===== src/hw/rtl/sbsm_pkg.sv =====
package sbsm_pkg;

  typedef struct packed {
    logic [15:0] address;
    logic [7:0]  data;
  } sbsm_req_t;

  typedef struct packed {
    logic [3:0] prg_bank_low;
    logic [3:0] prg_bank_high;
    logic [4:0] chr_bank_low;
    logic [4:0] chr_bank_high;
    logic       mirroring;
    logic       register_loaded;
  } sbsm_rsp_t;

  typedef enum logic [1:0] {
    SelCtrl = 2'd0,
    SelChrA = 2'd1,
    SelChrB = 2'd2,
    SelPrg  = 2'd3
  } sbsm_sel_e;

  localparam logic [4:0] CtrlReset     = 5'h0C;
  localparam logic [4:0] CtrlForce     = 5'h0C;
  localparam logic [3:0] PrgLastBank   = 4'hF;
  localparam logic [2:0] LoadLastCount = 3'd4;
  localparam logic [1:0] MirCodeVert   = 2'b10;
  localparam logic [1:0] MirCodeHorz   = 2'b11;

endpackage


===== src/hw/rtl/serial_bank_switch_mapper_top.sv =====
// Serial bank-switch mapper: accepts one processor write request per clock while
// in_ready_o is high and returns, in the cycle after acceptance, the program banks,
// pattern banks and mirroring that hold after that write. The loader, bank registers
// and mapping logic update in a single registered pass, so the sustained rate is one
// request per cycle while results are taken; an output register decouples the result
// side; the input stays ready while a held result is taken. cfg_we_i loads mirroring.
module serial_bank_switch_mapper_top
  import sbsm_pkg::*;
(
  input  logic      clk_i,
  input  logic      rst_ni,
  input  logic      cfg_we_i,
  input  logic      cfg_wdata_i,
  input  logic      in_valid_i,
  output logic      in_ready_o,
  input  sbsm_req_t in_req_i,
  output logic      out_valid_o,
  input  logic      out_ready_i,
  output sbsm_rsp_t out_rsp_o
);

  logic [4:0] shift_q, shift_d;
  logic [2:0] count_q, count_d;
  logic [4:0] ctrl_q, ctrl_d;
  logic [4:0] chr_a_q, chr_a_d;
  logic [4:0] chr_b_q, chr_b_d;
  logic [4:0] prg_q, prg_d;
  logic       mirror_q, mirror_d;
  logic       out_valid_q;
  sbsm_rsp_t  rsp_q, rsp_d;

  logic       in_fire;
  logic       loaded;
  logic       remap;
  logic [3:0] prg_sel;
  sbsm_sel_e  sel;

  assign in_ready_o  = !out_valid_q || out_ready_i;
  assign in_fire     = in_valid_i && in_ready_o;
  assign out_valid_o = out_valid_q;
  assign out_rsp_o   = rsp_q;
  assign sel         = sbsm_sel_e'(in_req_i.address[14:13]);

  always_comb begin
    shift_d = shift_q;
    count_d = count_q;
    ctrl_d  = ctrl_q;
    chr_a_d = chr_a_q;
    chr_b_d = chr_b_q;
    prg_d   = prg_q;
    loaded  = 1'b0;
    remap   = 1'b0;
    if (in_req_i.address[15]) begin
      if (in_req_i.data[7]) begin
        shift_d = '0;
        count_d = '0;
        ctrl_d  = ctrl_q | CtrlForce;
        remap   = 1'b1;
      end else if (count_q == LoadLastCount) begin
        shift_d = '0;
        count_d = '0;
        loaded  = 1'b1;
        remap   = 1'b1;
        unique case (sel)
          SelCtrl: ctrl_d  = {in_req_i.data[0], shift_q[4:1]};
          SelChrA: chr_a_d = {in_req_i.data[0], shift_q[4:1]};
          SelChrB: chr_b_d = {in_req_i.data[0], shift_q[4:1]};
          SelPrg:  prg_d   = {in_req_i.data[0], shift_q[4:1]};
          default: prg_d   = prg_q;
        endcase
      end else begin
        shift_d = {in_req_i.data[0], shift_q[4:1]};
        count_d = count_q + 3'd1;
      end
    end
  end

  always_comb begin
    mirror_d = mirror_q;
    if (remap) begin
      if (ctrl_d[1:0] == MirCodeVert) begin
        mirror_d = 1'b0;
      end else if (ctrl_d[1:0] == MirCodeHorz) begin
        mirror_d = 1'b1;
      end
    end
  end

  always_comb begin
    prg_sel = prg_d[3:0];
    if (ctrl_d[3]) begin
      if (ctrl_d[2]) begin
        rsp_d.prg_bank_low  = prg_sel;
        rsp_d.prg_bank_high = PrgLastBank;
      end else begin
        rsp_d.prg_bank_low  = '0;
        rsp_d.prg_bank_high = prg_sel;
      end
    end else begin
      rsp_d.prg_bank_low  = {prg_sel[3:1], 1'b0};
      rsp_d.prg_bank_high = {prg_sel[3:1], 1'b1};
    end
    if (ctrl_d[4]) begin
      rsp_d.chr_bank_low  = chr_a_d;
      rsp_d.chr_bank_high = chr_b_d;
    end else begin
      rsp_d.chr_bank_low  = {chr_a_d[4:1], 1'b0};
      rsp_d.chr_bank_high = {chr_a_d[4:1], 1'b1};
    end
    rsp_d.mirroring       = mirror_d;
    rsp_d.register_loaded = loaded;
  end

  always_ff @(posedge clk_i or negedge rst_ni) begin
    if (!rst_ni) begin
      shift_q     <= '0;
      count_q     <= '0;
      ctrl_q      <= CtrlReset;
      chr_a_q     <= '0;
      chr_b_q     <= '0;
      prg_q       <= '0;
      mirror_q    <= 1'b0;
      out_valid_q <= 1'b0;
    end else begin
      if (cfg_we_i) begin
        mirror_q <= cfg_wdata_i;
      end else if (in_fire) begin
        mirror_q <= mirror_d;
      end
      if (in_fire) begin
        shift_q     <= shift_d;
        count_q     <= count_d;
        ctrl_q      <= ctrl_d;
        chr_a_q     <= chr_a_d;
        chr_b_q     <= chr_b_d;
        prg_q       <= prg_d;
        out_valid_q <= 1'b1;
      end else if (out_ready_i) begin
        out_valid_q <= 1'b0;
      end
    end
  end

  always_ff @(posedge clk_i) begin
    if (in_fire) begin
      rsp_q <= rsp_d;
    end
  end

  a_count_range: assert property (@(posedge clk_i) disable iff (!rst_ni)
    count_q <= LoadLastCount)
    else $error("loader count out of range");

  a_loaded_clears: assert property (@(posedge clk_i) disable iff (!rst_ni)
    out_valid_q && rsp_q.register_loaded |-> count_q == 3'd0 && shift_q == 5'd0)
    else $error("loader not cleared after load");

  a_reset_forces: assert property (@(posedge clk_i) disable iff (!rst_ni)
    in_fire && in_req_i.address[15] && in_req_i.data[7] |=> ctrl_q[3:2] == 2'b11)
    else $error("loader reset did not force bank mode");

  a_low_addr_hold: assert property (@(posedge clk_i) disable iff (!rst_ni)
    in_fire && !in_req_i.address[15] |=>
      $stable(ctrl_q) && $stable(prg_q) && $stable(count_q) && $stable(chr_a_q))
    else $error("low address write changed state");

  a_fire_valid: assert property (@(posedge clk_i) disable iff (!rst_ni)
    in_fire |=> out_valid_q)
    else $error("accepted request produced no result");

endmodule


===== config.mk =====
export PLATFORM = sky130hd
export DESIGN_NAME = serial_bank_switch_mapper_top
export DESIGN_NICKNAME = d
export VERILOG_FILES = /design/src/hw/rtl/sbsm_pkg.sv /design/src/hw/rtl/serial_bank_switch_mapper_top.sv
export SDC_FILE = /design/constraint.sdc
export NUM_CORES = 1
export LEC_CHECK = 0
export BUFFER_PORTS_ARGS = -buffer_cell sky130_fd_sc_hd__buf_2
export CAP_MARGIN = 20
export CORE_ASPECT_RATIO = 1.25
export CORE_UTILIZATION = 53
export CTS_BUF_LIST = sky130_fd_sc_hd__clkbuf_4 sky130_fd_sc_hd__clkbuf_8
export DETAILED_ROUTE_END_ITERATION = 6
export PLACE_DENSITY = 0.78
export SLEW_MARGIN = 5
export SYNTH_ARGS = -nofsm -noshare
export SYNTH_HDL_FRONTEND = slang
export SYNTH_SLANG_ARGS = --single-unit

===== constraint.sdc =====
create_clock -name clk_i -period 4.96 [get_ports clk_i]
set_input_delay 0.248 -clock clk_i [delete_from_list [all_inputs] [get_ports clk_i]]
set_output_delay 0.248 -clock clk_i [all_outputs]
set_load 0.05 [all_outputs]

==> results.py <==
metrics = {
    "synthesis": {
        "syn-num-nets": 224,
        "dominantRegCellSynth": "dfrtp_1",
        "synth-edff-count": 20,
        "async_reset_ff_share_pct": 58.3,
        "ys_ff_latch": 48,
        "syn_avg_cell_area_um2": 12.5,
        "yosysUniqueCellTypes": 48,
        "yosys_warnings": 0,
        "syn-cell-area_um2": 2400,
        "ys_seq_area_share_pct": 54.3,
        "syn_inst": 192,
    },
    "sta": {
        "max-slew-margin-rel_pct": 50.1,
        "tns_ps": 0,
        "tightest_slew_ps": 748,
        "hold_viol": 0,
        "rsz0062_at_grt": "false",
        "setup_violations": 0,
        "period_minus_slack_ps": 2200,
        "finClkSkew_ps": 5.77,
        "clock.fmax_mhz": 454,
        "slew_viol_final": 0,
        "timing.hold.ws_ps": 167,
        "post-route-period-util_pct": 44.5,
    },
    "clock_network": {
        "cts_made_buffers": 5,
        "clk_latency_ps": 300,
        "cts_num_sinks": 48,
        "ctsResizeCount": 0,
        "clock_path_buffers": 2,
        "ctsRootBufferMaster": "clkbuf_8",
        "cts_tree": "built",
        "htreeDepth": 2,
        "clk_pin_slew_ps": 80,
    },
    "placement": {
        "dp_hpwl_um": 2950,
        "place_congestion": 0.777,
        "portBuffers": 32,
    },
    "detailed_routing": {
        "vias_per_cell": 5.52,
        "vias": 1540,
        "drtIter0Drc": 45,
        "first_pass_iters": 4,
        "drcViolationCount": 0,
        "drt-total-wl_um": 4080,
        "wl_per_cell_um": 14.6,
        "antenna_left": 0,
    },
    "critical_path": {
        "critPathLaunchType": "register",
        "worstSetupPathType": "reg -> reg",
        "path_cells": "inv_1 > ha_1 > and3b_1 > a21boi_1 > or3_4 > o221a_1",
        "crit_slowest_cell": "dfrtp_1",
        "crit_path_max_fanout": 8,
        "slowest_delay_ps": 420,
        "worst_ep_required_time_ps": 5020,
        "arrival_ps": 2260,
        "worstSetupEndpointType": "register",
    },
    "power": {
        "total_leakage_power_nw": 1.27,
        "power_density_nw_per_um2": 312,
        "p_total_mw": 0.827,
        "vdd_drop_max_mv": 0.159,
    },
    "finish": {
        "layout-drive-gt1-share_pct": 29.9,
        "fin_nets": 252,
        "syn_to_final_growth_pct": 10.3,
        "insertedDiodeCount": 0,
        "final_util_pct": 60.3,
    },
    "die": {
        "initial_utilization_pct": 54.7,
        "core_area_um2": 4390,
        "pin_count": 52,
        "dieArea_um2": 4810,
        "die_w_um": 62.2,
        "rows": 27,
        "fp.dieH_um": 77.3,
    },
    "worst_hold_path": {
        "hold_class": "in -> reg",
    },
    "outcome": {
        "status": "complete, no violations",
    },
    "grt": {
        "grt_overflow_total": 0,
        "antenna_found_initial": 0,
        "grt_pass1_wl_um": 7100,
        "grt_pass1_vias": 1535,
        "grtUsageTotal_pct": 19.2,
        "grt_max_degree": 29,
    },
    "flow_run": {
        "drv_cap": 0,
    },
}
sequential cells by signal, summed over array words and instances (netlist names):
name and cells:
out_valid_o 1, chr_b_q 5, mirror_q 1, out_rsp_o 20, shift_q 4, chr_a_q 5
ctrl_q 5, count_q 3, prg_q 4
Yosys cell counts, types with 2 or more instances:
library cell,count,area [µm²]
nand2_1,29,109
edfxtp_1,20,601
buf_2,2,10.0
nand2b_1,10,62.6
o21ai_1,3,15.0
dfstp_2,2,52.6
buf_6,4,45.0
nand4b_4,2,47.6
mux2_4,10,150
o31a_1,2,17.5
buf_4,2,15.0
mux2_1,2,22.5
dfrtp_1,26,651
inv_1,6,22.5
nor3b_2,2,25.0
ha_1,2,25.0
mux2_2,4,45.0
o22a_1,2,17.5
o41ai_1,2,17.5
a21oi_1,5,25.0
and3_1,2,12.5
o221a_1,4,45.0
clkbuf_1,4,15.0
or3b_1,2,17.5
mux2i_1,7,70.1
nand3_1,6,30.0
nand3b_1,2,15.0
o21ai_0,7,35.0
o32a_1,2,20.0
area by class of cell:
class	count	area, µm²
Clock buffer	7	83.8
Timing Repair Buffer	33	170
Sequential cell	48	1300
Inverter	6	22.5
Clock inverter	1	5.00
Tap cell	58	72.6
Fill cell	387	1740
Multi-Input combinational cell	126	991
cells in the final DEF, fill, tap and decap left out, drive strengths merged:
master | netlist | routed
a211oi | 1 | 1
nand4b | 2 | 2
a21boi | 1 | 1
o31a | 2 | 2
buf | 8 | 32
clkbuf | 4 | 7
o32a | 2 | 2
o22a | 2 | 2
and3b | 1 | 1
or3 | 1 | 1
nor3b | 2 | 2
mux2 | 16 | 16
nand4 | 2 | 2
or3b | 2 | 2
o21ai | 11 | 11
edfxtp | 20 | 20
a21oi | 5 | 5
mux2i | 7 | 7
and3 | 3 | 3
nand3b | 2 | 2
nor3 | 1 | 1
o221a | 4 | 4
ha | 2 | 2
nand3 | 6 | 6
dfstp | 2 | 2
o41ai | 2 | 2
clkinv | 0 | 1
dfrtp | 26 | 26
nor2 | 3 | 3
or2 | 1 | 1
dlygate4sd3 | 0 | 1
a2bb2oi | 1 | 1
nand2b | 10 | 10
inv | 6 | 6
nand4bb | 1 | 1
o311a | 1 | 1
nand2 | 29 | 29
o21a | 1 | 1
a21o | 1 | 1
and2 | 1 | 1
repair_timing:
item,4_1_cts,5_1_grt
setup buffers,0,0
hold buffers,1,0
endpoints found under the hold margin,26,0
path summary, 6_finish.rpt:
check / cells after the start / start / end / slack, ps
min reg2reg: 2 / ctrl_q[0] / ctrl_q[0] / 490
max: 6 / count_q[0] / out_rsp_o[6] / 2760
min in group asynchronous: 2 / rst_ni / ctrl_q[0] / 510
max reg2reg: 6 / count_q[0] / out_rsp_o[6] / 2760
min: 2 / cfg_we_i / mirror_q / 170
max in group asynchronous: 2 / rst_ni / chr_a_q[2] / 4040
per-layer routing:
layer  track usage [%]  wire, µm  up-vias
li1                  -         -      749
met1              22.5      1830      762
met2              33.4      2080       24
met3              4.32        96        5
met4              8.84        66        0
met5                 0         0        -
critical path, delay by kind of cell (launching register included):
family / cells / cell delay (ps)
adders and majority gates: 1 / 240
buffers and inverters: 1 / 70
DFF: 1 / 420
AOI/OAI and AO/OA: 2 / 450
and+or+nand+nor: 2 / 780
report_power, final:
group	switching [mW]	internal, mW	total [mW]
clock	0.121	0.110	0.231
sequential	0.0202	0.442	0.462
combinational	0.0910	0.0426	0.134
total	0.232	0.595	0.827
cells by family after synthesis:
family / count (synthesis) / synth area share (%)
and+or+nand+nor: 67 / 17.8
muxes: 23 / 12.0
adders and majority gates: 2 / 1.04
buffers and inverters: 18 / 4.48
DFF: 48 / 54.3
AOI/OAI and AO/OA: 34 / 10.4
metrics by stage:
step,setup WS (ps),std cells,instance area (µm²)
3_3_place_gp,2810,270,2550
6_report,2760,279,2650
4_1_cts,2750,279,2650
5_1_grt,2620,279,2650
3_5_place_dp,2760,270,2550
2_1_floorplan,2850,192,2400
No activity file was read; power rests on OpenSTA's default activity.
